<file path="src/rtl/vrp_pkg.sv">
// vrp_pkg: types, constants and reset values shared by the packetizer files
// no dependencies
package vrp_pkg;

  localparam int unsigned DEF_MAX_FRAME_BYTES = 65536;
  localparam int unsigned DEF_QUEUE_DEPTH     = 4;

  localparam int unsigned MAX_CHUNK_W  = 11;
  localparam int unsigned FRAME_LEN_W  = 17;
  localparam int unsigned APB_ADDR_W   = 3;
  localparam int unsigned APB_DATA_W   = 32;

  localparam logic [MAX_CHUNK_W-1:0] MAX_CHUNK_RESET = 11'd1199;
  localparam logic [7:0]             RTP_VERSION_BYTE = 8'h80;
  localparam int unsigned            RTP_HEADER_LEN   = 12;

  localparam logic [3:0] POS_DESC = 4'(RTP_HEADER_LEN);
  localparam logic [3:0] POS_DATA = 4'(RTP_HEADER_LEN + 1);

  // register index taken from paddr[2]
  localparam logic REG_MAX_CHUNK = 1'b0;

  typedef enum logic [1:0] {
    JOB_DATA,
    JOB_OPEN,
    JOB_DESC
  } job_kind_t;

  typedef struct packed {
    job_kind_t   kind;
    logic [7:0]  data;
    logic        end_flag;
    logic        marker;
    logic [15:0] seq;
    logic [6:0]  pkind;
    logic [31:0] mtime;
    logic [31:0] ssrc;
    logic [7:0]  desc;
  } job_t;

  typedef struct packed {
    logic push;
    job_t job;
  } job_req_t;

endpackage

</file>
<file path="src/rtl/vrp_if.sv">
// vrp_if: valid/ready channel interfaces for frame input and packet output
// depends on nothing
interface vrp_in_if;
  logic        valid;
  logic        ready;
  logic [7:0]  data_byte;
  logic        frame_start;
  logic [16:0] frame_bytes;
  logic [6:0]  payload_kind;
  logic [31:0] media_time;
  logic [31:0] source_id;

  modport source (output valid, data_byte, frame_start, frame_bytes, payload_kind,
                  media_time, source_id, input ready);
  modport sink (input valid, data_byte, frame_start, frame_bytes, payload_kind,
                media_time, source_id, output ready);
endinterface

interface vrp_out_if;
  logic       valid;
  logic       ready;
  logic [7:0] out_byte;
  logic       packet_end;
  logic       run_last;

  modport source (output valid, out_byte, packet_end, run_last, input ready);
  modport sink (input valid, out_byte, packet_end, run_last, output ready);
endinterface

</file>
<file path="src/rtl/vrp_front.sv">
// vrp_front: accepts frame words, keeps frame state, classifies each word that yields a job into one
// depends on vrp_pkg and vrp_if
module vrp_front
  import vrp_pkg::*;
#(
  parameter int unsigned MAX_FRAME_BYTES = DEF_MAX_FRAME_BYTES
) (
  input  logic                   clk,
  input  logic                   rst,
  vrp_in_if.sink                 frame,
  input  logic [MAX_CHUNK_W-1:0] max_chunk,
  input  logic                   queue_full,
  output job_req_t               req
);

  localparam int unsigned REM_W = $clog2(MAX_FRAME_BYTES);
  localparam int unsigned LEN_W = $clog2(MAX_FRAME_BYTES + 1);
  localparam int unsigned FB_W  = (LEN_W > FRAME_LEN_W) ? LEN_W : FRAME_LEN_W;
  localparam int unsigned CMP_W = (REM_W > MAX_CHUNK_W) ? REM_W : MAX_CHUNK_W;

  logic [15:0]            seq, seq_next;
  logic [7:0]             saved, saved_next;
  logic [REM_W-1:0]       remaining, remaining_next;
  logic [MAX_CHUNK_W-1:0] fill, fill_next;
  logic                   first, first_next;
  logic [6:0]             pkind, pkind_next;
  logic [31:0]            mtime, mtime_next;
  logic [31:0]            ssrc, ssrc_next;

  logic                   accept;
  logic [FB_W-1:0]        fb_ext;
  logic [LEN_W-1:0]       len;
  logic [REM_W-1:0]       rem_start;
  logic [MAX_CHUNK_W-1:0] lim;
  logic [MAX_CHUNK_W-1:0] fill_inc;
  logic [REM_W-1:0]       rem_dec;
  logic                   chunk_end;

  assign frame.ready = !queue_full;
  assign accept      = frame.valid && frame.ready;

  always_comb begin
    fb_ext = FB_W'(frame.frame_bytes);
    if (fb_ext == '0) begin
      len = LEN_W'(1);
    end else if (fb_ext > FB_W'(MAX_FRAME_BYTES)) begin
      len = LEN_W'(MAX_FRAME_BYTES);
    end else begin
      len = LEN_W'(fb_ext);
    end
    rem_start = REM_W'(len - LEN_W'(1));
    lim       = (max_chunk == '0) ? MAX_CHUNK_W'(1) : max_chunk;
    fill_inc  = fill + MAX_CHUNK_W'(1);
    rem_dec   = remaining - REM_W'(1);
    chunk_end = (rem_dec == '0) || (fill_inc >= lim);
  end

  always_comb begin
    seq_next       = seq;
    saved_next     = saved;
    remaining_next = remaining;
    fill_next      = fill;
    first_next     = first;
    pkind_next     = pkind;
    mtime_next     = mtime;
    ssrc_next      = ssrc;

    req.push         = 1'b0;
    req.job.kind     = JOB_DATA;
    req.job.data     = frame.data_byte;
    req.job.end_flag = chunk_end;
    req.job.marker   = CMP_W'(remaining) <= CMP_W'(lim);
    req.job.seq      = seq + 16'd1;
    req.job.pkind    = pkind;
    req.job.mtime    = mtime;
    req.job.ssrc     = ssrc;
    req.job.desc     = first ? saved : 8'h00;

    if (accept) begin
      if (frame.frame_start) begin
        saved_next     = frame.data_byte;
        pkind_next     = frame.payload_kind;
        mtime_next     = frame.media_time;
        ssrc_next      = frame.source_id;
        remaining_next = rem_start;
        fill_next      = '0;
        first_next     = 1'b1;
        if (rem_start == '0) begin
          // descriptor-only frame
          req.push         = 1'b1;
          req.job.kind     = JOB_DESC;
          req.job.marker   = 1'b1;
          req.job.pkind    = frame.payload_kind;
          req.job.mtime    = frame.media_time;
          req.job.ssrc     = frame.source_id;
          req.job.desc     = frame.data_byte;
          seq_next         = seq + 16'd1;
          first_next       = 1'b0;
        end
      end else if (remaining != '0) begin
        req.push       = 1'b1;
        remaining_next = rem_dec;
        if (fill == '0) begin
          req.job.kind = JOB_OPEN;
          seq_next     = seq + 16'd1;
        end
        if (chunk_end) begin
          fill_next  = '0;
          first_next = 1'b0;
        end else begin
          fill_next = fill_inc;
        end
      end
    end
  end

  always_ff @(posedge clk) begin
    if (rst) begin
      seq       <= '0;
      saved     <= '0;
      remaining <= '0;
      fill      <= '0;
      first     <= 1'b1;
      pkind     <= '0;
      mtime     <= '0;
      ssrc      <= '0;
    end else begin
      seq       <= seq_next;
      saved     <= saved_next;
      remaining <= remaining_next;
      fill      <= fill_next;
      first     <= first_next;
      pkind     <= pkind_next;
      mtime     <= mtime_next;
      ssrc      <= ssrc_next;
    end
  end

endmodule

</file>
<file path="src/rtl/vrp_queue.sv">
// vrp_queue: short job queue between front and back, flip-flop storage
// depends on vrp_pkg
module vrp_queue
  import vrp_pkg::*;
#(
  parameter int unsigned DEPTH = DEF_QUEUE_DEPTH
) (
  input  logic     clk,
  input  logic     rst,
  input  job_req_t req,
  input  logic     pop,
  output logic     full,
  output logic     head_valid,
  output job_t     head
);

  localparam int unsigned PTR_W = (DEPTH > 1) ? $clog2(DEPTH) : 1;
  localparam int unsigned CNT_W = $clog2(DEPTH + 1);

  job_t             slots [DEPTH];
  logic [PTR_W-1:0] wptr, rptr;
  logic [CNT_W-1:0] count;

  assign full       = count == CNT_W'(DEPTH);
  assign head_valid = count != '0;
  assign head       = slots[rptr];

  always_ff @(posedge clk) begin
    if (req.push) begin
      slots[wptr] <= req.job;
    end
  end

  always_ff @(posedge clk) begin
    if (rst) begin
      wptr  <= '0;
      rptr  <= '0;
      count <= '0;
    end else begin
      if (req.push) begin
        wptr <= (wptr == PTR_W'(DEPTH - 1)) ? '0 : wptr + PTR_W'(1);
      end
      if (pop) begin
        rptr <= (rptr == PTR_W'(DEPTH - 1)) ? '0 : rptr + PTR_W'(1);
      end
      if (req.push && !pop) begin
        count <= count + CNT_W'(1);
      end else if (pop && !req.push) begin
        count <= count - CNT_W'(1);
      end
    end
  end

`ifndef SYNTH
  a_no_push_full: assert property (@(posedge clk) disable iff (rst) !(req.push && full))
    else $error("push into full queue");
  a_no_pop_empty: assert property (@(posedge clk) disable iff (rst) !(pop && !head_valid))
    else $error("pop from empty queue");
  a_count_range: assert property (@(posedge clk) disable iff (rst) count <= CNT_W'(DEPTH))
    else $error("queue count out of range");
`endif

endmodule

</file>
<file path="src/rtl/vrp_back.sv">
// vrp_back: expands queued jobs into header, descriptor and data words
// depends on vrp_pkg and vrp_if
module vrp_back
  import vrp_pkg::*;
(
  input  logic     clk,
  input  logic     rst,
  input  logic     head_valid,
  input  job_t     head,
  output logic     pop,
  vrp_out_if.source packet
);

  logic [3:0] pos;
  logic [3:0] eff_pos;
  logic [7:0] byte_sel;
  logic       last;
  logic       pend;
  logic       load;

  logic       out_valid;
  logic [7:0] out_byte;
  logic       out_end;
  logic       out_last;

  always_comb begin
    eff_pos = (head.kind == JOB_DATA) ? POS_DATA : pos;
    unique case (eff_pos)
      4'd0:    byte_sel = RTP_VERSION_BYTE;
      4'd1:    byte_sel = {head.marker, head.pkind};
      4'd2:    byte_sel = head.seq[15:8];
      4'd3:    byte_sel = head.seq[7:0];
      4'd4:    byte_sel = head.mtime[31:24];
      4'd5:    byte_sel = head.mtime[23:16];
      4'd6:    byte_sel = head.mtime[15:8];
      4'd7:    byte_sel = head.mtime[7:0];
      4'd8:    byte_sel = head.ssrc[31:24];
      4'd9:    byte_sel = head.ssrc[23:16];
      4'd10:   byte_sel = head.ssrc[15:8];
      4'd11:   byte_sel = head.ssrc[7:0];
      4'd12:   byte_sel = head.desc;
      default: byte_sel = head.data;
    endcase
    last = (eff_pos == POS_DATA) || (head.kind == JOB_DESC && eff_pos == POS_DESC);
    pend = (eff_pos == POS_DATA && head.end_flag) ||
           (head.kind == JOB_DESC && eff_pos == POS_DESC);
    load = head_valid && (!out_valid || packet.ready);
    pop  = load && last;
  end

  assign packet.valid      = out_valid;
  assign packet.out_byte   = out_byte;
  assign packet.packet_end = out_end;
  assign packet.run_last   = out_last;

  always_ff @(posedge clk) begin
    if (rst) begin
      pos       <= '0;
      out_valid <= 1'b0;
    end else begin
      if (load) begin
        out_valid <= 1'b1;
        pos       <= last ? 4'd0 : pos + 4'd1;
      end else if (packet.ready) begin
        out_valid <= 1'b0;
      end
    end
  end

  always_ff @(posedge clk) begin
    if (load) begin
      out_byte <= byte_sel;
      out_end  <= pend;
      out_last <= last;
    end
  end

`ifndef SYNTH
  a_pos_range: assert property (@(posedge clk) disable iff (rst) pos <= POS_DATA)
    else $error("word position out of range");
  a_mid_job_head: assert property (@(posedge clk) disable iff (rst) pos != 4'd0 |-> head_valid)
    else $error("job left the queue before its last word");
  a_hold_stalled: assert property (@(posedge clk) disable iff (rst)
                                   packet.valid && !packet.ready |=>
                                   packet.valid && $stable(packet.out_byte))
    else $error("stalled output word changed");
`endif

endmodule

</file>
<file path="src/rtl/vp8_rtp_packetizer.sv">
// vp8_rtp_packetizer: top level, configuration registers and part wiring
// depends on vrp_pkg, vrp_if, vrp_front, vrp_queue and vrp_back
//
// usage
//   frame: one frame byte per word; the descriptor word carries frame_start,
//     frame_bytes, payload_kind, media_time and source_id
//   packet: the rtp stream, one byte per word, packet_end on the last byte
//     of a packet, run_last on the last word caused by one frame word
//   apb: max_chunk at address 0, to be written only while the block is idle; the block has no check for this
// throughput: one frame word a cycle while the queue has room; the back end
//   sends one output word a cycle while the receiver is ready, so a packet-opening
//   word becomes 14 output words, a descriptor-only frame 13, any other data word 1
// path: a taken frame word is written into the job queue, and the back end then
//   loads its output word from the queue head into the output register
// frame.ready drops only when the job queue (QUEUE_DEPTH entries) is full
// reset: sequence number 0, no frame in progress, max_chunk 1199; no clearing
//   pass, the block takes words in the first cycle after reset
// a stalled receiver holds the output register; the queue keeps filling
//   until it is full
module vp8_rtp_packetizer
  import vrp_pkg::*;
#(
  parameter int unsigned MAX_FRAME_BYTES = DEF_MAX_FRAME_BYTES,
  parameter int unsigned QUEUE_DEPTH     = DEF_QUEUE_DEPTH
) (
  input  logic                  clk,
  input  logic                  rst,
  vrp_in_if.sink                frame,
  vrp_out_if.source             packet,
  input  logic                  psel,
  input  logic                  penable,
  input  logic                  pwrite,
  input  logic [APB_ADDR_W-1:0] paddr,
  input  logic [APB_DATA_W-1:0] pwdata,
  output logic [APB_DATA_W-1:0] prdata,
  output logic                  pready
);

  logic [MAX_CHUNK_W-1:0] max_chunk;
  job_req_t               req;
  logic                   queue_full;
  logic                   head_valid;
  job_t                   head;
  logic                   pop;

  assign pready = 1'b1;
  assign prdata = (paddr[2] == REG_MAX_CHUNK) ?
                  APB_DATA_W'(max_chunk) : '0;

  always_ff @(posedge clk) begin
    if (rst) begin
      max_chunk <= MAX_CHUNK_RESET;
    end else if (psel && penable && pwrite && pready && paddr[2] == REG_MAX_CHUNK) begin
      max_chunk <= pwdata[MAX_CHUNK_W-1:0];
    end
  end

  vrp_front #(
    .MAX_FRAME_BYTES(MAX_FRAME_BYTES)
  ) u_front (
    .clk        (clk),
    .rst        (rst),
    .frame      (frame),
    .max_chunk  (max_chunk),
    .queue_full (queue_full),
    .req        (req)
  );

  vrp_queue #(
    .DEPTH(QUEUE_DEPTH)
  ) u_queue (
    .clk        (clk),
    .rst        (rst),
    .req        (req),
    .pop        (pop),
    .full       (queue_full),
    .head_valid (head_valid),
    .head       (head)
  );

  vrp_back u_back (
    .clk        (clk),
    .rst        (rst),
    .head_valid (head_valid),
    .head       (head),
    .pop        (pop),
    .packet     (packet)
  );

endmodule
</file>
<file path="src/flat_wrapper.sv">
// flat-port wrapper written by rule: the top's interface ports become plain ports
module vp8_rtp_packetizer_flat import vrp_pkg::*;
#(
  parameter int unsigned MAX_FRAME_BYTES = DEF_MAX_FRAME_BYTES,
  parameter int unsigned QUEUE_DEPTH     = DEF_QUEUE_DEPTH
)
  (clk, rst, psel, penable, pwrite, paddr, pwdata, prdata, pready, frame_valid, frame_data_byte, frame_frame_start, frame_frame_bytes, frame_payload_kind, frame_media_time, frame_source_id, frame_ready, packet_valid, packet_out_byte, packet_packet_end, packet_run_last, packet_ready);
  vrp_in_if frame_i ();
  vrp_out_if packet_i ();
  input  logic clk;
  input  logic rst;
  input  logic psel;
  input  logic penable;
  input  logic pwrite;
  input  logic [APB_ADDR_W-1:0] paddr;
  input  logic [APB_DATA_W-1:0] pwdata;
  output logic [APB_DATA_W-1:0] prdata;
  output logic pready;
  input wire logic [$bits(frame_i.valid)-1:0] frame_valid;
  input wire logic [$bits(frame_i.data_byte)-1:0] frame_data_byte;
  input wire logic [$bits(frame_i.frame_start)-1:0] frame_frame_start;
  input wire logic [$bits(frame_i.frame_bytes)-1:0] frame_frame_bytes;
  input wire logic [$bits(frame_i.payload_kind)-1:0] frame_payload_kind;
  input wire logic [$bits(frame_i.media_time)-1:0] frame_media_time;
  input wire logic [$bits(frame_i.source_id)-1:0] frame_source_id;
  output wire logic [$bits(frame_i.ready)-1:0] frame_ready;
  output wire logic [$bits(packet_i.valid)-1:0] packet_valid;
  output wire logic [$bits(packet_i.out_byte)-1:0] packet_out_byte;
  output wire logic [$bits(packet_i.packet_end)-1:0] packet_packet_end;
  output wire logic [$bits(packet_i.run_last)-1:0] packet_run_last;
  input wire logic [$bits(packet_i.ready)-1:0] packet_ready;
  assign frame_i.valid = frame_valid;
  assign frame_i.data_byte = frame_data_byte;
  assign frame_i.frame_start = frame_frame_start;
  assign frame_i.frame_bytes = frame_frame_bytes;
  assign frame_i.payload_kind = frame_payload_kind;
  assign frame_i.media_time = frame_media_time;
  assign frame_i.source_id = frame_source_id;
  assign frame_ready = frame_i.ready;
  assign packet_valid = packet_i.valid;
  assign packet_out_byte = packet_i.out_byte;
  assign packet_packet_end = packet_i.packet_end;
  assign packet_run_last = packet_i.run_last;
  assign packet_i.ready = packet_ready;
  vp8_rtp_packetizer #(.MAX_FRAME_BYTES(MAX_FRAME_BYTES), .QUEUE_DEPTH(QUEUE_DEPTH)) u_core (.clk(clk), .rst(rst), .frame(frame_i), .packet(packet_i), .psel(psel), .penable(penable), .pwrite(pwrite), .paddr(paddr), .pwdata(pwdata), .prdata(prdata), .pready(pready));
endmodule
</file>
<file path="config.mk">
export PLATFORM = sky130hd
export DESIGN_NAME = vp8_rtp_packetizer_flat
export DESIGN_NICKNAME = d
export VERILOG_FILES = /design/src/rtl/vrp_pkg.sv /design/src/rtl/vrp_if.sv /design/src/rtl/vrp_front.sv /design/src/rtl/vrp_queue.sv /design/src/rtl/vrp_back.sv /design/src/rtl/vp8_rtp_packetizer.sv /design/src/flat_wrapper.sv
export SDC_FILE = /design/constraint.sdc
export NUM_CORES = 1
export LEC_CHECK = 0
export ABC_AREA = 0
export BUFFER_PORTS_ARGS = -buffer_cell sky130_fd_sc_hd__buf_4
export CAP_MARGIN = 20
export CORE_ASPECT_RATIO = 0.6
export CORE_UTILIZATION = 40
export CTS_CLUSTER_SIZE = 28
export DETAILED_ROUTE_END_ITERATION = 12
export GPL_ROUTABILITY_DRIVEN = 1
export PLACE_DENSITY = 0.66
export SYNTH_ARGS = -nofsm -noshare
export SYNTH_HDL_FRONTEND = slang
export SYNTH_SLANG_ARGS = --single-unit
</file>
<file path="constraint.sdc">
create_clock -name clk -period 8.05 [get_ports clk]
set_input_delay 0.4025 -clock clk [delete_from_list [all_inputs] [get_ports clk]]
set_output_delay 0.4025 -clock clk [all_outputs]
set_load 0.05 [all_outputs]
</file>
Yosys cells after proc, flatten, opt, wreduce, memory -nomap -nowiden
Memories as Yosys holds them, arrays and structs flattened. A register that Yosys moved wholly into a read port is not among the register bits.
Cells that the tools add are included.
- flip-flop bits (word level): 156
- memory bits (writable): 428
- bits of input ports: 139
- memories kept: 1
- memories (name ; depth ; width ; read ports ; clocked after memory_dff ; wr ports ; line ; text):
    u_core.u_queue.slots ; 4 ; 107 ; 1 ; 1 ; 1 ; vrp_queue.sv:20 ; job_t slots [DEPTH];
- $add $sub $neg: 9
- magnitude comparators: 3
- eq/ne operators: 18
- mux-type cells: 42
- bitwise logic cells: 1
- reduce and logical (&&, ||, !) cells: 36
- operators with widths (operator ; number):
    $mux W79 ; 3
    $mux W16 ; 8
    $pmux W8 S13 ; 1
    $mux W11 ; 5
    $logic_not A16 Y1 ; 2
    $sub A16 B1 Y16 const B ; 2
    $eq A4 B4 Y1 const B ; 6
    $logic_not A11 Y1 ; 2
    $mux W3 ; 6
    $gt A17 B17 Y1 const B ; 1
    $logic_not A17 Y1 ; 1
    $add A16 B1 Y16 const B ; 1
    $eq A4 B3 Y1 const B ; 4
    $le A16 B11 Y1 ; 1
    $reduce_bool A16 Y1 ; 1
    $mux W1 ; 12
    $add A11 B1 Y11 const B ; 1
    $ge A11 B11 Y1 ; 1
    $logic_and A1 B1 Y1 ; 10
    $reduce_bool A2 Y1 ; 5
    $eq A4 B2 Y1 const B ; 2
    $mux W2 ; 4
    $mux W4 ; 2
    $mux W8 ; 1
    17 further kinds ; 27

Longest topological paths before layout
Gate-level depths: netlist (run 1).
- depth after elaboration: 12
- depth in mapped cells: 19
- mapped depth without buffers: 17

Hierarchy
A second synthesis (run 1) with hierarchy kept.
- cell total of the unflattened synthesis: 2055
- area, all modules: 26105.0 sq um
- modules (own cells, without submodules) (module ; instances ; cells an instance ; area an instance (sq um)):
    vrp_queue ; 1 ; 603 ; 15850.2
    vrp_front ; 1 ; 1185 ; 7900.1
    vrp_back ; 1 ; 183 ; 1632.8
    vp8_rtp_packetizer ; 1 ; 84 ; 721.9

Least setup slack after synthesis (run 1)
Ideal clock, no wire load.
- path kind: input to register
- start point: input frame_frame_bytes[5]
- end point: memory u_core.u_queue.slots[0][0] in the netlist's numbering, enable pin
- data arrival time: 6255 ps
- required time: 7572 ps
- path slack: 1317 ps
- stages: 14
- cells stage by stage: clkbuf_1 > or4_1 > nor3_2 > a21oi_1 > or2_2 > ha_1 > clkbuf_1 > nand2_1 > o21a_1 > o2111ai_1 > a2111oi_0 > nand4_2 > o32ai_1 > and2_1
- RTL lines (what ; line ; text):
    start: declaration ; flat_wrapper.sv:22 ; input wire logic [$bits(frame_i.frame_bytes)-1:0] frame_frame_bytes;
    end: declaration ; vrp_queue.sv:20 ;

==> summary.md, run 1 <==
| Metric | Value |
|---|---|
| Outcome | finished clean |
| Cell area after layout | 0.0298 sq mm |
| CTS tree | yes |
| Die height | between 200 and 250 um |
| Met2 GRT Util | 0.287 |
| XOR/XNOR Fraction of Synth Area | 0.0134 |
| R2R Path Start | u_core.u_front.remaining[0] |
| Post-DRT Antenna Nets | 0 |
| WP data required | just over 8 ns |
| Root Driver | clkbuf_16 |
| Pint | 0.00557 W |
| #FFs+latches synth | approximately 600 |
| Ports | 184 |
| Top cells by count, synth | edfxtp_1, nand2_1, dfxtp_1 |
| Worst Path Max Fanout | 43 |
| FMAX | ~160 MHz |
| H-tree depth | 2 |
| Worst path slowest cell | o32ai_1 |
| Switch Pwr | ~0.0022 W |
| Top_reg_cell synth | edfxtp_1 |
| P&R area growth vs syn | 13.8% |
| Final Skew | 0.0219 ns |
| Final Cycle Share | 0.758 |
| Worst path arrival time | approximately 6.3 ns |
| Vias in the first global route | approximately 16000 |
| Crit Path Category | in2reg |
| Largest cells by area after synthesis | edfxtp_1, dfxtp_1, mux4_2 |
| Chip width | around 330 um |
| Comb power frac | 0.203 |
| Num CTS Buffers | between 50 and 60 |
| Crit path depth | 14 |
| Slew @ Worst Pin | about 1.1 ns |
| Layout Nets | approximately 2200 |
| Global Route met1 Usage | 0.282 |
| Busiest grt layer | met2 |
| IO buf count | 138 |
| CTS Buffer Depth | 3 |
| Critical path cell sequence | buf_4 > or4_4 > nor3_2 > a21oi_1 > or2_2 > ha_1 > nand2_1 > o21a_1 > o2111ai_1 > a2111oi_0 > nand4_2 > o32ai_1 > and2_4 > buf_4 |
| Post-synth EDFFs | approximately 440 |
| Layout fillers | about 5600 |
| Reg2reg end | u_core.u_queue.slots[1][19] |
| Startpoint Class | primary input |
| GPL Wtd Cong | 0.870 |
| Synthesized area per cell | ~14 sq um |
| Sequential power share | 0.472 |
| GR Util All Layers | 0.189 |
| Hpwl dp | between 40000 and 50000 um |
| R2R depth | 9 |
| Slew Limit Fails | 0 |
| DRT iter0 DRCs | approximately 1500 |
| Share of cells above drive strength 1 | 0.227 |
| Yosys warning count | 0 |
| Post-synthesis simple-gate area fraction | 0.107 |
| Adder-cell share of the synthesized area | 0.0180 |
| Clock sinks | 586 |
| CP startpoint | frame_frame_bytes[7] |
| Largest family of logic cells by synthesized area | multiplexers |
| Core Box Area | roughly 0.065 sq mm |
| Pre-Repair DR Iteration Count | 5 |
| Clock-pin slew on the worst setup and hold paths | around 0.07 ns |
| CP dominant cell by count | buf_4 |
| Clock network fraction of total power | 0.325 |
| Clock Latency Late Sink | 0.60 ns |
| # DRC | 0 |
| Starting Density | 0.406 |
| Postcts setup bufs | 0 |
| Max Cap Violations | 0 |
| R2R setup slack | 3.26 ns |
| WL final | 63400 um |
| Pin count of the biggest net entering global routing | 83 |
| Crit path to | u_core.u_queue.slots[1][19] |
| Area leader, netlist | edfxtp_1 |
| Vias per inst | between 5 and 6 |
| Die area | between 0.06 and 0.07 sq mm |
| FP Rows | 72 |
| Worst Setup End Kind | flop |
| Share of the synthesized area in the top cell type | 0.503 |
| Switching share of power | 0.284 |
| Setup-failing EPs final | 0 |
| Initial antenna violation count | 4 |
| Count of final hold-check violations | 0 |
| Slew HR | 0.226 |
| First-pass GRT wire length | 96900 um |
| Via count | between 15000 and 20000 |
| Met3 Resource Use GR | 0.0405 |
| Placed inst area | approximately 0.028 sq mm |
| RSZ-0062 raised after global routing | false |
| Final min period | just over 6 ns |
| Setup tns final | 0 ns |
| Most frequent cell after synthesis | edfxtp_1 |
| Min-Delay Path Class | in2reg |
| CP top delay family | simple AND/OR/NAND/NOR gates |
| Worst path bufs/invs | 2 |
| Multiplexer share of the synthesized area | 0.146 |
| WL per Instance | ~22 um |
| Max incr delay on CP | between 1 and 1.5 ns |
| Synthesized instance count | approximately 1900 |
| Syn Std Cell Area | ~0.026 sq mm |
| GRT overflow | 0 |
| Yosys cell types | 76 |
| Leakage | about 11 nW |
| Register area share after synthesis | 0.616 |
| P per Cell Area | 261 mW/mm^2 |
| Asr flop ratio synth | 0 |
| Worst vdd ir | 0.164 mV |
| Synth Area in Compound Gates | 0.0671 |
==> placed cells by master, fill, tap and decap left out, drive strengths merged, types with 21 or more instances in the layout <==
cell type and n:
nor2b 48, o21ai 38, buf 164, inv 46, dfxtp 148, clkinv 21
conb 22, nor2 84, edfxtp 438, nand4 28, ha 36, nand3 44
xor2 27, nand2 249, clkbuf 70, nor3 37, mux2 89, mux4 107
a21oi 130
==> through the flow <==
step	worst slack (ns)	hold WS, ns	power (W)	std cells	util
after global placement	1.47	0.441	0.00527	2816	0.434
after floorplan	1.32	0.436	0.00478	1939	-
final	1.95	0.0368	0.00778	2921	0.462
after global routing	1.60	0.00804	0.00811	2919	0.462
after CTS	1.99	0.00466	0.00783	2915	0.461
after detailed placement	1.35	0.446	0.00531	2816	0.434
==> worst register-to-register path: cells and delay by family (launching register included) <==
family,cells,cell delay (ns)
AOI/OAI and AO/OA,2,1.33
adders and majority gates,1,0.35
buffers and inverters,2,0.60
DFF,1,0.42
and+or+nand+nor,4,1.72
==> area by class of cell <==
class	count	area [sq um]	area share
Sequential cell	586	16100	0.541
Timing Repair Buffer	166	1350	0.0454
Clock buffer	69	1450	0.0486
Antenna cell	3	7.51	0.000252
Multi-Input combinational cell	1172	9340	0.314
Inverter	45	169	0.00567
Tap cell	851	1060	0.0357
Clock inverter	29	282	0.00945
==> how the worst min path moves through the flow <==
stage	from	endpoint	slack, ns	cells past startpoint
after global placement	u_core.u_front.ssrc[7]	u_core.u_front.ssrc[7]	0.44	2
after floorplan	u_core.u_front.mtime[0]	u_core.u_front.mtime[0]	0.44	2
after global routing	frame_data_byte[6]	u_core.u_queue.slots[2][103]	0.008	1
after CTS	frame_data_byte[4]	u_core.u_queue.slots[1][101]	0.005	1
after detailed placement	u_core.u_front.ssrc[12]	u_core.u_front.ssrc[12]	0.45	2
final	frame_data_byte[6]	u_core.u_queue.slots[1][103]	0.04	1
==> sequential cells by signal, indices dropped and copies added, names as in the netlist, 2 cells and up, named ones only <==
| register | count |
|---|---|
| u_core.u_front.pkind | 7 |
| u_core.u_queue.count | 3 |
| u_core.u_front.seq | 16 |
| u_core.u_front.fill | 11 |
| u_core.u_queue.wptr | 2 |
| u_core.u_front.remaining | 16 |
| u_core.u_queue.slots | 428 |
| u_core.u_back.packet.out_byte | 8 |
| u_core.u_front.saved | 8 |
| u_core.max_chunk | 11 |
| u_core.u_front.ssrc | 32 |
| u_core.u_back.pos | 4 |
| u_core.u_front.mtime | 32 |
| u_core.u_queue.rptr | 2 |
==> power by group through the flow <==
stage | logic (W) | registers, W | clock network (W)
3_5_place_dp | 0.00157 | 0.00374 | 0
5_1_grt | 0.00170 | 0.00370 | 0.00271
6_report | 0.00158 | 0.00367 | 0.00253
2_1_floorplan | 0.00104 | 0.00374 | 0
3_3_place_gp | 0.00154 | 0.00373 | 0
4_1_cts | 0.00157 | 0.00367 | 0.00258
==> kinds of logic (layout without fill, tap and decap cells) <==
| logic type | count (synthesis) | in the layout |
|---|---|---|
| flops | 586 | 586 |
| simple gates | 582 | 582 |
| compound gates | 280 | 280 |
| mux | 211 | 211 |
| buf+inv | 181 | 309 |
| xor+xnor | 40 | 40 |
| fa+ha+maj | 37 | 37 |
| other cells | 2 | 25 |
==> metal layers <==
layer | up-vias | part of all wire
li1 | 7439 | -
met1 | 8254 | 0.45
met2 | 603 | 0.45
met3 | 70 | 0.085
met4 | 2 | 0.015
met5 | - | 0.00020
==> timing repair <==
action                                 4_1_cts  5_1_grt
resized for setup                            0        0
hold buffers                                 1        0
endpoints found under the hold margin        4        0
No activity file was read; power rests on OpenSTA's default activity.
==> inputs of run 2 (changes only) <==
Settings changed: ABC_AREA 0 to 1, PLACE_DENSITY 0.66 to 0.68.
Clock period 8.05 ns to 5.15 ns, I/O delays scaled along.
==> run 2 against run 1 <==
  * Setup slack got worse by 0.75 ns
  * Clock skew up 0.018 ns
  * Highest routed layer is now met4
  * Sequential power is 51% higher
==> summary.md, run 2 <==
| Metric | Value |
|---|---|
| R2R setup slack | 1.20 ns (-2.06 ns) |
| Clock-pin slew on the worst setup and hold paths | 0.07 ns (about the same) |
| GRT overflow | 0 (unchanged) |
| RSZ-0062 raised after global routing | false |
| Critical path cell sequence | inv_4 > buf_4 > o21ai_0 > o22a_1 > nand2_1 > inv_1 > nor2_1 > nand2_1 > nor2_1 > nand2_1 > nand2_1 > nand2_1 > ha_1 > inv_1 > fa_1 > o21ai_0 > a21oi_1 |
| Max Cap Violations | 0 (unchanged) |
| P per Cell Area | 376 mW/mm^2 (+44%) |
| Final min period | ~3.9 ns |
| CP top delay family | simple AND/OR/NAND/NOR gates |
| Worst path bufs/invs | 4 (+2) |
| Min-Delay Path Class | in2reg |
| Chip width | 330 um (-0.76%) |
| Yosys cell types | 50 (-34%) |
| Most frequent cells in the layout | edfxtp_1, o21ai_0, nor2_1 |
| Slew @ Worst Pin | 1.02 ns (-0.109 ns) |
| P&R area growth vs syn | 17.2% |
| Switch Pwr | 0.00305 W (+38%) |
| Largest cells by area after synthesis | edfxtp_1, dfxtp_1, o21ai_0 |
| # DRC | 0 (unchanged) |
| R2R depth | 17 (+8) |
| Max incr delay on CP | 0.49 ns (-0.58 ns) |
| WP data required | 5.65 ns (-2.65 ns) |
| Via count | 19684 (+20%) |
| Worst path arrival time | 4.45 ns (-1.89 ns) |
| Most flop-heavy register | u_core.u_queue.slots |
| Post-synth EDFFs | 438 (unchanged) |
| Worst Setup End Kind | flop |
| Pre-Repair DR Iteration Count | 8 (+3) |
| Worst vdd ir | 0.264 mV (+60%) |
| Clock Latency Late Sink | 0.63 ns (+0.03 ns) |
| Cell Count Post-Placement | 3408 (+21%) |
| FP Rows | 71 (-1.4%) |
| Share of the synthesized area in the top cell type | 0.511 (+0.00784) |
| CTS Buffer Depth | 3 (unchanged) |
| WHS Path Cells | 3 (+2) |
| Startpoint Class | flop |
| Ports | 184 (unchanged) |
| HP Start | frame_frame_start |
| Syn Std Cell Area | 0.0258 sq mm (-1.5%) |
| Largest regs | u_core.u_queue.slots (428), u_core.u_front.mtime (32), u_core.u_front.ssrc (32) |
| Top cells by count, synth | edfxtp_1, o21ai_0, nor2_1 |
| Post-DRT Antenna Nets | 0 (unchanged) |
| Postcts setup bufs | 0 (unchanged) |
| Final Cycle Share | 0.766 |
| Vias per inst | 5.47 (-2.4%) |
| Clock sinks | 586 (unchanged) |
| WL final | 67400 um (+6.2%) |
| Slew Limit Fails | 0 (unchanged) |
| Worst hold endpoint | u_core.u_front.remaining[8] |
| Setup-failing EPs final | 0 (unchanged) |
| Top_reg_cell synth | edfxtp_1 |
| Synthesized instance count | 2559 (+33%) |
| Final Skew | 0.0402 ns (+0.0182 ns) |
| Asr flop ratio synth | 0 (unchanged) |
| IO buf count | 138 (unchanged) |
| Area leader, netlist | edfxtp_1 |
| FMAX | between 200 and 300 MHz |
| Sequential power share | 0.488 (+0.016) |
| #FFs+latches synth | 586 (unchanged) |
| Switching share of power | 0.268 (-0.0158) |
| Util after Layout | 0.478 (+0.0161) |
| Worst Path Max Fanout | 45 (+4.7%) |
| GPL Wtd Cong | 0.867 (-0.31%) |
| CTS tree | yes |
| Starting Density | 0.408 (+0.00225) |
| Largest register FFs | 428 (unchanged) |
| Clock network fraction of total power | 0.367 (+0.042) |
| WL per Instance | 18.7 um (-14%) |
| Core Box Area | 0.0632 sq mm (-2.1%) |
| Reg2reg end | u_core.u_queue.count[1] |
| Most frequent cell after synthesis | edfxtp_1 |
| Comb power frac | 0.145 (-0.058) |
| Slew HR | 0.318 (+0.0924) |
| DRT iter0 DRCs | 2105 (+37%) |
| Commonest non-fill, non-tap cell in the layout | edfxtp_1 |
| Pint | 0.00830 W (+49%) |
| Layout Nets | 2891 (+31%) |
| Count of final hold-check violations | 0 (unchanged) |
| Outcome | finished clean |
| Synthesized area per cell | 10.1 sq um (-26%) |
| Hpwl dp | 41800 um (+2.3%) |
| Crit Path Category | reg2reg |
| Register area share after synthesis | 0.626 (+0.00960) |
| Pin count of the biggest net entering global routing | 179 (+120%) |
| Yosys warning count | 0 (unchanged) |
| First-pass GRT wire length | 103000 um (+6.4%) |
| GR Util All Layers | 0.202 (+0.0126) |
| Share of cells above drive strength 1 | 0.0965 (-0.131) |
| Non-filler instance count after layout | 3598 (+23%) |
| Leakage | 11.3 nW (+6.5%) |
| H-tree depth | 2 (unchanged) |
| Vias in the first global route | 18210 (+14%) |
| Initial antenna violation count | 3 (-1) |
| Die height | 199 um (-0.76%) |
| Die area | 0.0655 sq mm (-1.5%) |
| Worst path slowest cell | nor2_1 |
| Root Driver | clkbuf_16 |
| Num CTS Buffers | 53 (+1.9%) |
| CP dominant cell by count | nand2_1 |
run 2: cell types whose count changed after synthesis, sizes merged, moves of 22 or more:
cell / previous run / this run
mux4: 107 / 0
clkbuf: 84 / 120
a21oi: 130 / 156
nor2: 84 / 343
nand3: 44 / 144
inv: 44 / 215
mux2: 89 / 0
nor3: 37 / 15
o22ai: 1 / 89
o21ai: 38 / 418
nor2b: 48 / 0
run 2: through the flow:
| step | total power [W] | area, sq um | setup slack (ns) | TNS, ns | hold WS, ns |
|---|---|---|---|---|---|
| 3_3_place_gp | 0.00713 | 27400 | 0.765 | 0 | 0.436 |
| 2_1_floorplan | 0.00665 | 25800 | -0.488 | -208.91 | 0.356 |
| 5_1_grt | 0.0118 | 30200 | 0.799 | 0 | 0.0904 |
| 3_5_place_dp | 0.00720 | 27500 | 0.849 | 0 | 0.439 |
| 4_1_cts | 0.0114 | 30200 | 1.24 | 0 | 0.0349 |
| 6_report | 0.0113 | 30200 | 1.20 | 0 | 0.0743 |
run 2: worst min-delay path, cell delays in order:
cell     delay [ns]
buf_4          0.20
nand2_1        0.11
a31oi_1        0.07
run 2: final cells by class:
cell class	count	area, sq um
diodes	2	5.00
fillers	5574	33000
well taps	839	1050
multi-input cells	1604	8140
inverters	217	822
clock inverters	32	425
flip-flops and latches	586	16100
repair buffers	253	2230
clock buffers	65	1390
run 2: how the worst max path moves through the flow:
stage / depth (start not counted) / startpoint / end
after global routing: 19 / flop / u_core.u_queue.count[2]
after global placement: 25 / frame_frame_bytes[12] / u_core.u_queue.count[2]
after floorplan: 19 / frame_frame_bytes[6] / u_core.u_queue.slots[0][0]
final: 17 / flop / u_core.u_queue.count[1]
after detailed placement: 25 / frame_frame_bytes[12] / u_core.u_queue.count[2]
after CTS: 17 / flop / u_core.u_queue.count[1]
run 2: power groups by stage:
stage	logic (W)	registers (W)	clock network (W)
2_1_floorplan	0.000946	0.00571	0
3_3_place_gp	0.00151	0.00562	0
3_5_place_dp	0.00156	0.00564	0
4_1_cts	0.00162	0.00554	0.00422
5_1_grt	0.00181	0.00556	0.00440
6_report	0.00164	0.00554	0.00417
run 2: kinds of logic after synthesis:
family | share of synthesized area
compound gates | 0.155
xor+xnor | 0.0116
fa+ha+maj | 0.0183
buf+inv | 0.0632
flops | 0.626
other cells | 0.000292
simple gates | 0.126
run 2: timing repair:
item	CTS	global route
hold buffers	91	0
gates resized for setup	0	0
hold endpoints to repair	126	0
setup endpoints to repair	0	0
run 2: layer usage:
metal  global-route usage  up-vias  routed length [um]
li1                     -     9271                   -
met1                0.297     9590               30700
met2                0.308      740               30200
met3               0.0397       83                5520
met4               0.0436        0                 997
met5                    0        -                   0
